### src/sv/pst_pkg.sv
// pst_pkg: shared types and constants for the priority spanning tree selector
// no dependencies
package pst_pkg;

  typedef enum logic [3:0] {
    ST_LOAD,
    ST_CLR,
    ST_SORT_RD,
    ST_SORT_KEY,
    ST_SORT_KP,
    ST_SORT_CHK,
    ST_SORT_NB,
    ST_SORT_CMP,
    ST_SCAN_RD,
    ST_SCAN_ID,
    ST_SCAN_BR,
    ST_FIND_P,
    ST_FIND_G,
    ST_JOIN_A,
    ST_JOIN_B,
    ST_EMIT
  } state_e;

  localparam int unsigned NodeDepth   = 32;
  localparam int unsigned BranchDepth = 64;
  localparam int unsigned PrioBits    = 8;
  localparam int unsigned NodeBits    = $clog2(NodeDepth);
  localparam int unsigned BranchBits  = $clog2(BranchDepth);
  localparam int unsigned CountBits   = $clog2(BranchDepth + 1);
  localparam int unsigned RankMax     = 7;
  localparam int unsigned RankBits    = 3;

endpackage

### src/sv/pst_ram.sv
// pst_ram: generic single write port, single read port ram with registered read
// no dependencies
module pst_ram #(
  parameter int unsigned Width = 8,
  parameter int unsigned Depth = 32
) (
  input  logic                     clk_i,
  input  logic                     we_i,
  input  logic [$clog2(Depth)-1:0] waddr_i,
  input  logic [Width-1:0]         wdata_i,
  input  logic [$clog2(Depth)-1:0] raddr_i,
  output logic [Width-1:0]         rdata_o
);

  logic [Width-1:0] mem_q [Depth];

  always_ff @(posedge clk_i) begin
    if (we_i) begin
      mem_q[waddr_i] <= wdata_i;
    end
    rdata_o <= mem_q[raddr_i];
  end

endmodule

### src/sv/priority_spanning_tree_select_core.sv
// priority_spanning_tree_select_core: kruskal spanning tree selection over loaded branches
// depends on pst_pkg and pst_ram
//
// Branches load one per cycle into a branch memory while the core is in the load
// state; a branch with an endpoint at or above node_count, or beyond the 64
// stored, is dropped. The transfer marked last starts a run: the union-find
// memories are cleared, an insertion sort on a separate order memory orders the
// keys by shifting each one towards the front, then each branch is scanned with
// path-halving finds, and any output stall holds the scan. One result per stored
// branch follows in priority order (a single end-of-run result when none is
// stored); input is held off until the final result has been registered.
module priority_spanning_tree_select_core (
  input  logic        clk_i,
  input  logic        rst_ni,
  input  logic        cfg_we_i,
  input  logic [5:0]  cfg_wdata_i,
  input  logic        s_axis_tvalid,
  output logic        s_axis_tready,
  input  logic [23:0] s_axis_tdata,   // from_node, to_node, priority_req, zero fill
  input  logic        s_axis_tlast,   // last
  output logic        m_axis_tvalid,
  input  logic        m_axis_tready,
  output logic [15:0] m_axis_tdata,   // valid_res, branch_index, in_tree, connected, tree_total
  output logic        m_axis_tlast    // end_of_run
);

  localparam int unsigned NB = pst_pkg::NodeBits;
  localparam int unsigned BB = pst_pkg::BranchBits;
  localparam int unsigned CB = pst_pkg::CountBits;
  localparam int unsigned RB = pst_pkg::RankBits;
  localparam int unsigned PW = pst_pkg::PrioBits;
  localparam int unsigned BW = 2 * NB + PW;

  pst_pkg::state_e state_q, state_d;

  logic [5:0]    node_count_q;
  logic [5:0]    eff_n;
  logic [5:0]    run_n_q, run_n_d;
  logic [CB-1:0] cnt_q, cnt_d;
  logic [CB-1:0] i_q, i_d, j_q, j_d;
  logic [BB-1:0] key_q, key_d;
  logic [PW-1:0] kp_q, kp_d;
  logic [BB-1:0] id_q, id_d;
  logic [NB-1:0] x_q, x_d, ra_q, ra_d, b_q, b_d;
  logic          side_q, side_d;
  logic [RB-1:0] rka_q, rka_d;
  logic [NB-1:0] trees_q, trees_d;
  logic          in_tree_q, in_tree_d;
  logic [15:0]   out_data_q, out_data_d;
  logic          out_last_q, out_last_d;
  logic          out_valid_q, out_valid_d;
  logic          conn;

  logic          br_we;
  logic [BB-1:0] br_waddr, br_raddr;
  logic [BW-1:0] br_wdata, br_rdata;
  logic          ord_we;
  logic [BB-1:0] ord_waddr, ord_raddr;
  logic [BB-1:0] ord_wdata, ord_rdata;
  logic          par_we;
  logic [NB-1:0] par_waddr, par_raddr;
  logic [NB-1:0] par_wdata, par_rdata;
  logic          rk_we;
  logic [NB-1:0] rk_waddr, rk_raddr;
  logic [RB-1:0] rk_wdata, rk_rdata;

  pst_ram #(.Width(BW), .Depth(pst_pkg::BranchDepth)) u_br (
    .clk_i, .we_i(br_we), .waddr_i(br_waddr), .wdata_i(br_wdata),
    .raddr_i(br_raddr), .rdata_o(br_rdata));
  pst_ram #(.Width(BB), .Depth(pst_pkg::BranchDepth)) u_ord (
    .clk_i, .we_i(ord_we), .waddr_i(ord_waddr), .wdata_i(ord_wdata),
    .raddr_i(ord_raddr), .rdata_o(ord_rdata));
  pst_ram #(.Width(NB), .Depth(pst_pkg::NodeDepth)) u_par (
    .clk_i, .we_i(par_we), .waddr_i(par_waddr), .wdata_i(par_wdata),
    .raddr_i(par_raddr), .rdata_o(par_rdata));
  pst_ram #(.Width(RB), .Depth(pst_pkg::NodeDepth)) u_rank (
    .clk_i, .we_i(rk_we), .waddr_i(rk_waddr), .wdata_i(rk_wdata),
    .raddr_i(rk_raddr), .rdata_o(rk_rdata));

  logic [NB-1:0] in_from, in_to;
  logic [PW-1:0] in_prio;
  logic [NB-1:0] br_from, br_to;
  logic [PW-1:0] br_prio;
  logic          take;

  assign in_from = s_axis_tdata[4:0];
  assign in_to   = s_axis_tdata[9:5];
  assign in_prio = s_axis_tdata[17:10];
  assign br_from = br_rdata[NB-1:0];
  assign br_to   = br_rdata[2*NB-1:NB];
  assign br_prio = br_rdata[BW-1:2*NB];
  assign eff_n   = (node_count_q < 6'(pst_pkg::NodeDepth)) ? node_count_q
                                                           : 6'(pst_pkg::NodeDepth);
  assign take    = s_axis_tvalid && s_axis_tready;
  assign conn    = (run_n_q >= 6'd1) && ({1'b0, trees_q} == run_n_q - 6'd1);

  assign s_axis_tready = (state_q == pst_pkg::ST_LOAD);
  assign m_axis_tvalid = out_valid_q;
  assign m_axis_tdata  = out_data_q;
  assign m_axis_tlast  = out_last_q;

  always_ff @(posedge clk_i or negedge rst_ni) begin
    if (!rst_ni) begin
      state_q      <= pst_pkg::ST_LOAD;
      node_count_q <= 6'd1;
      cnt_q        <= '0;
      out_valid_q  <= 1'b0;
    end else begin
      state_q     <= state_d;
      cnt_q       <= cnt_d;
      out_valid_q <= out_valid_d;
      if (cfg_we_i) begin
        node_count_q <= cfg_wdata_i;
      end
    end
  end

  always_ff @(posedge clk_i) begin
    i_q <= i_d; j_q <= j_d; key_q <= key_d; kp_q <= kp_d; id_q <= id_d;
    x_q <= x_d; ra_q <= ra_d; b_q <= b_d; side_q <= side_d; rka_q <= rka_d;
    trees_q <= trees_d; run_n_q <= run_n_d; in_tree_q <= in_tree_d;
    out_data_q <= out_data_d; out_last_q <= out_last_d;
  end

  always_comb begin
    state_d = state_q; cnt_d = cnt_q;
    i_d = i_q; j_d = j_q; key_d = key_q; kp_d = kp_q; id_d = id_q;
    x_d = x_q; ra_d = ra_q; b_d = b_q; side_d = side_q; rka_d = rka_q;
    trees_d = trees_q; run_n_d = run_n_q; in_tree_d = in_tree_q;
    out_data_d = out_data_q; out_last_d = out_last_q; out_valid_d = out_valid_q;
    br_we = 1'b0; br_waddr = cnt_q[BB-1:0]; br_raddr = '0;
    br_wdata = {in_prio, in_to, in_from};
    ord_we = 1'b0; ord_waddr = '0; ord_wdata = '0; ord_raddr = '0;
    par_we = 1'b0; par_waddr = '0; par_wdata = '0; par_raddr = '0;
    rk_we = 1'b0; rk_waddr = '0; rk_wdata = '0; rk_raddr = '0;

    if (out_valid_q && m_axis_tready) begin
      out_valid_d = 1'b0;
    end

    unique case (state_q)
      pst_pkg::ST_LOAD: begin
        if (take) begin
          if ({1'b0, in_from} < eff_n && {1'b0, in_to} < eff_n &&
              cnt_q < CB'(pst_pkg::BranchDepth)) begin
            br_we     = 1'b1;
            ord_we    = 1'b1;
            ord_waddr = cnt_q[BB-1:0];
            ord_wdata = cnt_q[BB-1:0];
            cnt_d     = cnt_q + 1'b1;
          end
          if (s_axis_tlast) begin
            run_n_d = eff_n;
            x_d     = '0;
            state_d = pst_pkg::ST_CLR;
          end
        end
      end
      pst_pkg::ST_CLR: begin
        par_we = 1'b1; par_waddr = x_q; par_wdata = x_q;
        rk_we = 1'b1; rk_waddr = x_q; rk_wdata = '0;
        x_d = x_q + 1'b1;
        if (x_q == NB'(pst_pkg::NodeDepth - 1)) begin
          i_d = CB'(1);
          state_d = pst_pkg::ST_SORT_RD;
        end
      end
      pst_pkg::ST_SORT_RD: begin
        if (i_q >= cnt_q) begin
          i_d = '0; trees_d = '0;
          state_d = (cnt_q == '0) ? pst_pkg::ST_EMIT : pst_pkg::ST_SCAN_RD;
        end else begin
          ord_raddr = i_q[BB-1:0];
          j_d = i_q;
          state_d = pst_pkg::ST_SORT_KEY;
        end
      end
      pst_pkg::ST_SORT_KEY: begin
        key_d = ord_rdata; br_raddr = ord_rdata;
        state_d = pst_pkg::ST_SORT_KP;
      end
      pst_pkg::ST_SORT_KP: begin
        kp_d = br_prio;
        state_d = pst_pkg::ST_SORT_CHK;
      end
      pst_pkg::ST_SORT_CHK: begin
        if (j_q == '0) begin
          ord_we = 1'b1; ord_waddr = '0; ord_wdata = key_q;
          i_d = i_q + 1'b1;
          state_d = pst_pkg::ST_SORT_RD;
        end else begin
          ord_raddr = BB'(j_q - 1'b1);
          state_d = pst_pkg::ST_SORT_NB;
        end
      end
      pst_pkg::ST_SORT_NB: begin
        id_d = ord_rdata; br_raddr = ord_rdata;
        state_d = pst_pkg::ST_SORT_CMP;
      end
      pst_pkg::ST_SORT_CMP: begin
        ord_we = 1'b1; ord_waddr = j_q[BB-1:0];
        if (br_prio < kp_q) begin
          ord_wdata = id_q;
          j_d = j_q - 1'b1;
          state_d = pst_pkg::ST_SORT_CHK;
        end else begin
          ord_wdata = key_q;
          i_d = i_q + 1'b1;
          state_d = pst_pkg::ST_SORT_RD;
        end
      end
      pst_pkg::ST_SCAN_RD: begin
        ord_raddr = i_q[BB-1:0];
        state_d = pst_pkg::ST_SCAN_ID;
      end
      pst_pkg::ST_SCAN_ID: begin
        id_d = ord_rdata; br_raddr = ord_rdata;
        state_d = pst_pkg::ST_SCAN_BR;
      end
      pst_pkg::ST_SCAN_BR: begin
        b_d = br_to; x_d = br_from; par_raddr = br_from; side_d = 1'b0;
        state_d = pst_pkg::ST_FIND_P;
      end
      pst_pkg::ST_FIND_P: begin
        // parent of x on the read port
        if (par_rdata == x_q) begin
          if (!side_q) begin
            ra_d = x_q; x_d = b_q; par_raddr = b_q; side_d = 1'b1;
          end else begin
            b_d = x_q; rk_raddr = ra_q;
            state_d = pst_pkg::ST_JOIN_A;
          end
        end else begin
          par_raddr = par_rdata;
          state_d = pst_pkg::ST_FIND_G;
        end
      end
      pst_pkg::ST_FIND_G: begin
        // grandparent on the read port: halve the path
        par_we = 1'b1; par_waddr = x_q; par_wdata = par_rdata;
        x_d = par_rdata; par_raddr = par_rdata;
        state_d = pst_pkg::ST_FIND_P;
      end
      pst_pkg::ST_JOIN_A: begin
        rka_d = rk_rdata; rk_raddr = b_q;
        state_d = pst_pkg::ST_JOIN_B;
      end
      pst_pkg::ST_JOIN_B: begin
        in_tree_d = (ra_q != b_q);
        if (ra_q != b_q) begin
          trees_d = trees_q + 1'b1;
          par_we = 1'b1;
          if (rka_q < rk_rdata) begin
            par_waddr = ra_q; par_wdata = b_q;
          end else begin
            par_waddr = b_q; par_wdata = ra_q;
            if (rka_q == rk_rdata && rka_q < RB'(pst_pkg::RankMax)) begin
              rk_we = 1'b1; rk_waddr = ra_q; rk_wdata = rka_q + 1'b1;
            end
          end
        end
        state_d = pst_pkg::ST_EMIT;
      end
      pst_pkg::ST_EMIT: begin
        if (!out_valid_q || m_axis_tready) begin
          out_valid_d = 1'b1;
          if (cnt_q == '0) begin
            out_last_d = 1'b1;
            out_data_d = 16'({5'd0, (run_n_q == 6'd1), 1'b0, 6'd0, 1'b0});
            state_d = pst_pkg::ST_LOAD;
          end else if (i_q + 1'b1 == cnt_q) begin
            out_last_d = 1'b1;
            out_data_d = 16'({trees_q, conn, in_tree_q, id_q, 1'b1});
            cnt_d = '0;
            state_d = pst_pkg::ST_LOAD;
          end else begin
            out_last_d = 1'b0;
            out_data_d = 16'({5'd0, 1'b0, in_tree_q, id_q, 1'b1});
            i_d = i_q + 1'b1;
            state_d = pst_pkg::ST_SCAN_RD;
          end
        end
      end
      default: state_d = pst_pkg::ST_LOAD;
    endcase
  end

  a_out_hold: assert property (@(posedge clk_i) disable iff (!rst_ni)
    (m_axis_tvalid && !m_axis_tready) |=>
      (m_axis_tvalid && $stable(m_axis_tdata) && $stable(m_axis_tlast)))
    else $error("result changed while waiting");
  a_no_load_in_run: assert property (@(posedge clk_i) disable iff (!rst_ni)
    (state_q != pst_pkg::ST_LOAD) |-> !s_axis_tready)
    else $error("input accepted during run");
  a_count_bound: assert property (@(posedge clk_i) disable iff (!rst_ni)
    cnt_q <= CB'(pst_pkg::BranchDepth))
    else $error("branch count overflow");

endmodule
### config.mk
export PLATFORM = sky130hd
export DESIGN_NAME = priority_spanning_tree_select_core
export DESIGN_NICKNAME = d
export VERILOG_FILES = /design/src/sv/pst_pkg.sv /design/src/sv/pst_ram.sv /design/src/sv/priority_spanning_tree_select_core.sv
export SDC_FILE = /design/constraint.sdc
export NUM_CORES = 2
export LEC_CHECK = 0
export BUFFER_PORTS_ARGS = -buffer_cell sky130_fd_sc_hd__buf_2
export CAP_MARGIN = 0
export CELL_PAD_IN_SITES_DETAIL_PLACEMENT = 1
export CELL_PAD_IN_SITES_GLOBAL_PLACEMENT = 1
export CORE_MARGIN = 1.5
export CORE_UTILIZATION = 41
export DETAILED_ROUTE_END_ITERATION = 10
export PLACE_DENSITY_LB_ADDON = 0.1
export SYNTH_ARGS = -nofsm -noshare
export SYNTH_HDL_FRONTEND = slang
export SYNTH_SLANG_ARGS = --single-unit
### constraint.sdc
create_clock -name clk_i -period 5.22 [get_ports clk_i]
set_clock_uncertainty 0.15 [all_clocks]
set_input_delay 0 -clock clk_i [delete_from_list [all_inputs] [get_ports clk_i]]
set_output_delay 0 -clock clk_i [all_outputs]
set_load 0.05 [all_outputs]
Word level (Yosys, flattened, before mapping):

Memories as Yosys holds them, arrays and structs flattened. A register that Yosys moved wholly into a read port is not among the register bits.
Index checks and enable logic that the tools add are counted.

* register bits after elaboration: 100
* RAM bits: 1792
* output and inout bits: 19
* memories kept: 4

* $add $sub $neg: 7
* order comparisons: 9
* equal/unequal tests: 38
* multiplexer cells: 97
* bitwise operators: 2
* reduce and logical (&&, ||, !) cells: 32

Memory list
* u_br.mem_q: words 64, bits a word 18, rd ports 1, clocked after memory_dff 1, write ports 1, line pst_ram.sv:15 `logic [Width-1:0] mem_q [Depth];`
* u_ord.mem_q: words 64, bits a word 6, rd ports 1, clocked after memory_dff 1, write ports 1, line pst_ram.sv:15
* u_par.mem_q: words 32, bits a word 5, rd ports 1, clocked after memory_dff 1, write ports 1, line pst_ram.sv:15
* u_rank.mem_q: words 32, bits a word 3, rd ports 1, clocked after memory_dff 1, write ports 1, line pst_ram.sv:15

Operators with widths (count)
* $mux W7: 14
* $mux W5: 17
* $pmux W4 S15: 1
* $pmux W5 S2: 5
* $mux W6: 8
* $mux W4: 9
* $pmux W6 S3: 2
* $pmux W7 S5: 1
* $eq A4 B4 Y1 const B: 8
* $pmux W5 S3: 2
* $pmux W7 S2: 2
* $pmux W5 S5: 1
* $ne A2 B2 Y1 const B: 12
* $mux W1: 21
* $mux W3: 7
* $mux W9: 2
* $eq A4 B3 Y1 const B: 4
* $add A7 B1 Y7 const B: 2
* $logic_not A7 Y1: 2
* $lt A5 B6 Y1: 2
* $pmux W6 S2: 1
* $reduce_and A3 Y1: 4
* $add A5 B1 Y5 const B: 2
* $reduce_bool A5 Y1: 2
* other kinds (36): 54

Logic depth before layout (Yosys ltp):

* word-level depth: 10
* mapped depth: 17
* gate-level depth less buffers: 11

Cells and area by module:

Synthesis repeated with hierarchy kept, for this count alone.

* cell total of the unflattened synthesis: 3882
* area total of the unflattened synthesis: 76751.1 µm²

By module, submodules not included
* pst_ram at u_br: instances 1, cells each 2069, area an instance 44958.1 µm²
* pst_ram at u_ord: instances 1, cells each 720, area an instance 15225.9 µm²
* pst_ram at u_par: instances 1, cells each 277, area an instance 6344.8 µm²
* priority_spanning_tree_select_core: instances 1, cells each 631, area an instance 6306.0 µm²
* pst_ram at u_rank: instances 1, cells each 185, area an instance 3916.3 µm²

Worst setup path after synthesis:

OpenSTA, ideal clock, no wires.

* kind: register to register
* start: register node_count_q[5]
* end: memory u_br.mem_q[57][0] in the netlist's numbering (enable)
* setup time: 0.393 ns
* arrival time: 3.333 ns
* required time: 4.677 ns
* setup slack: 1.344 ns
* cell stages (with the launch flop): 13
* clock period less this slack: 3.876 ns
* cell sequence: dfrtp_1 inv_1 nand2_1 ha_1 a21o_1 a21o_1 a21o_1 a221oi_1 o21a_1 nand2_1 or3_1 clkbuf_1 nor2_1

* cells in the longest elaborated chain, start to end: 10
* elaborated cells on any way between the ends: 11
* classes of those cells: 3 x order compare; 6 x mux; 2 x reduce/logical

Ends and longest elaborated chain
* start: declaration: line priority_spanning_tree_select_core.sv:36 `logic [5:0] node_count_q;`
* start signal: assignment: line priority_spanning_tree_select_core.sv:113 `node_count_q <= cfg_wdata_i;`
* $lt A6 B6 Y1: line priority_spanning_tree_select_core.sv:92 `assign eff_n = (node_count_q < 6'(pst_pkg::NodeDepth)) ? node_count_q`
* $mux W6 (*): line priority_spanning_tree_select_core.sv:92
* $lt A5 B6 Y1: line priority_spanning_tree_select_core.sv:144 `if ({1'b0, in_from} < eff_n && {1'b0, in_to} < eff_n &&`
* $logic_and A1 B1 Y1 (*) (2 in series): line priority_spanning_tree_select_core.sv:144
* $mux W1 (*): line priority_spanning_tree_select_core.sv:144
* $mux W1 (*): line priority_spanning_tree_select_core.sv:143 `if (take) begin`
* $mux W1 (*): line priority_spanning_tree_select_core.sv:141 `unique case (state_q)`
* $mux W1 (*): line pst_ram.sv:18 `if (we_i) begin`
* $mux W1 (implied by the code) (*): line pst_ram.sv:19 `mem_q[waddr_i] <= wdata_i;`
* end: declaration: line pst_ram.sv:15

Every way passes the cells marked *; elsewhere a longest branch is shown, timed or not.

Worst setup path in the final report:

* start: register cnt_q[1]
* end: register u_ord.rdata_o[4] (read register of u_ord.mem_q)

* cells in the longest elaborated chain, start to end: 3

Ends and longest elaborated chain
* start: declaration: line priority_spanning_tree_select_core.sv:39 `logic [CB-1:0] cnt_q, cnt_d;`
* start signal: assignment: line priority_spanning_tree_select_core.sv:110 `cnt_q <= cnt_d;`
* $ge A7 B7 Y1: line priority_spanning_tree_select_core.sv:169 `if (i_q >= cnt_q) begin`
* $mux W6: line priority_spanning_tree_select_core.sv:169
* $pmux W6 S3: line priority_spanning_tree_select_core.sv:141
* end: declaration: line pst_ram.sv:12 `output logic [Width-1:0] rdata_o`

Every way passes these cells.
A chain may end at the register's enable or synchronous reset.

==> reports/metrics.csv <==
metric,value,unit
kind of critical path,flop to flop,
Finished Cell Area,89100,um2
peak supply drop,0.463,mV
worst hold path type,input port to flop,
Cell Rows,159,
CP required,5810,ps
antenna-violating nets left,0,
Crit path arrival time,5210,ps
Post-CTS Setup Bufs,0,
dpl ws,690,ps
total congestion overflow,0,
share of cells above drive strength 1,18.4,%
Gate Count Post-Synth,4766,
first-pass GRT wire length,325,mm
GRT Util Overall,23.2,%
unrepaired setup endpoints after global routing,false,
Iter 0 DRT Violations,3599,
DP HPWL,137,mm
Chip Width,439,um
cell total after placement,7234,
core area,188000,um2
via count,43900,
Unique masters post-synth,92,
PD cells,500,nW/um2
Fin Setup TNS,0,ps
wire per inst,29.0,um
Worst Reg-to-Reg Cells,10,
Crit Path Max Fanout,27,
"Seq/Total Area, Yosys",73.7,%
Die Span Y,439,um
largest net degree at the start of global routing,152,
synthesized area,77800,um2
IO Count,55,
Clock Latency Late Sink,850,ps
Slew headroom,22.4,%
PortBufs,46,
CTS sink count,1922,
clock slew seen by the registers of the worst setup and hold paths,60,ps
"non-filler cells, final",7663,
vias in the first global route,45900,
die area,192000,um2
final slew viol count,0,
Tcrit/Tclk final,88.4,%
initial antenna violation count,11,
clk buf depth,3,
ys async rst share,0.937,%
htree depth,4,
status,"finished, final reports clean",
Area growth syn-to-layout,14.6,%
most common flop cell mapped by yosys,edfxtp_1,
CTS tree,done,
#FFs+latches synth,1922,
Worst Setup End Kind,flop,
hold violation total from the final report,0,
YS warnings,0,
Final setup violation count,0,
CTS Root Buffer Type,clkbuf_16,
Worst Hold Depth,3,
Max stage delay on crit path,820,ps
number of max-cap violations,0,
Post-synth EDFFs,1872,
cts bufs inserted,204,
"Avg Cell Area, Syn",16.3,um2
CP Cell Sequence,clkinv_1 -> ha_1 -> a31oi_1 -> o21a_1 -> a21oi_4 -> buf_4 -> mux4_2 -> a22oi_1 -> nand4_1 -> and3_1,
drt via density,5.73,
Critical Path Source Type,flop,
highest-count cells in the layout ignoring fill and taps,"edfxtp_1 (1872), nand2_1 (420), mux4_2 (237)",
Total Routed Length,222,mm
drt pass-1 iters,7,
Final Util,47.4,%
fmax,0.217,GHz
PnR worst setup slack,605,ps
"commonest non-fill, non-tap cell in the layout",edfxtp_1,
Placed Area,82300,um2
Final nets,5062,
fin crit period,4620,ps
Leakage,28.9,nW
Slowest cell on crit path,a21oi_4,
gpl congestion,0.806,
Worst-Margin Slew,1160,ps
initial core utilization,41.3,%
# DRC,0,
[timing repair]
action,in CTS,in global routing
hold buffers,46,0
endpoints found under the hold margin,1091,0
resized for setup,0,0
[synth_stat cells, types with 26 or more instances]
library cell  number  area, um2
and2_1            45        282
nand2_1          424       1590
o21ai_0          181        906
nor2_1           270       1010
inv_1             38        143
nand3_1           80        400
mux2i_1           92        921
nor3b_1           28        210
edfxtp_1        1872      56200
a21oi_1          108        541
or3_1            154        963
o211ai_1         149       1120
a31oi_1           38        238
a211oi_1          60        450
dfxtp_1           32        641
nor2b_1           29        181
buf_2             58        290
and3_1            26        163
mux4_2           237       5340
ha_1              35        438
nand4_1           31        194
clkbuf_1         210        788
o22ai_1          156        976
[through the flow]
step                      power, W  hold slack, ps
final                       0.0446            70.4
after CTS                   0.0451            1.59
after floorplan             0.0260            -446
after global routing        0.0463            43.6
after global placement      0.0309            -114
after detailed placement    0.0310            -116
[path summary, 6_finish.rpt]
| kind | startpoint | end | slack [ps] |
|---|---|---|---|
| min in group asynchronous | rst_ni | cnt_q[5] | 360 |
| max in group asynchronous | rst_ni | cnt_q[3] | 3950 |
| min | cfg_we_i | node_count_q[2] | 70 |
| max reg2reg | cnt_q[1] | u_ord.rdata_o[4] | 600 |
| max | cnt_q[1] | u_ord.rdata_o[4] | 600 |
| min reg2reg | u_rank.rdata_o[2] | rka_q[2] | 300 |
[report_power, final]
group / switching [W] / leakage (nW) / internal, W
sequential: 0.000553 / 18.1 / 0.0175
combinational: 0.00782 / 7.67 / 0.00467
clock: 0.00602 / 3.13 / 0.00801
[registers in the layout (all words and copies together), names as in the netlist, 6 cells and up]
register       cells
run_n_q            6
node_count_q       6
i_q                7
u_br.mem_q      1152
m_axis_tdata      14
u_ord.mem_q      384
u_par.mem_q      160
id_q               6
j_q                7
key_q              6
u_rank.mem_q      96
cnt_q              7
kp_q               8
u_br.rdata_o      18
u_ord.rdata_o      6
[critical path, delay by kind of cell, from the launching register on]
| kind | cells | cell delay, ps |
|---|---|---|
| DFF | 1 | 530 |
| buffers and inverters | 2 | 720 |
| AOI/OAI and AO/OA | 4 | 1640 |
| adders and majority gates | 1 | 390 |
| muxes | 1 | 590 |
| and+or+nand+nor | 2 | 460 |
[logic make-up (layout without fill, tap and decap cells)]
group	count (synthesis)	in the layout	share of synthesized area, %
flops	1922	1922	73.7
simple gates	1164	1164	7.16
compound gates	901	901	7.78
mux	354	354	8.41
buf+inv	350	747	1.92
xor+xnor	39	39	0.519
fa+ha+maj	35	35	0.563
other cells	1	6	0.00482
[per-layer routing]
layer / part of all wire (%) / track usage, %
met5: 0.0086 / 0
met4: 2.3 / 6.07
met3: 4.1 / 3.05
met2: 50 / 38.9
met1: 44 / 31.8
[cell type report]
type,count,area [um2]
Antenna cell,4,10.0
Clock buffer,291,5610
Clock inverter,88,797
Fill cell,17900,99100
Inverter,43,169
Multi-Input combinational cell,2495,19300
Sequential cell,1922,57300
Tap cell,2495,3120
Timing Repair Buffer,325,2820
Power figures use the tool's default switching activity.
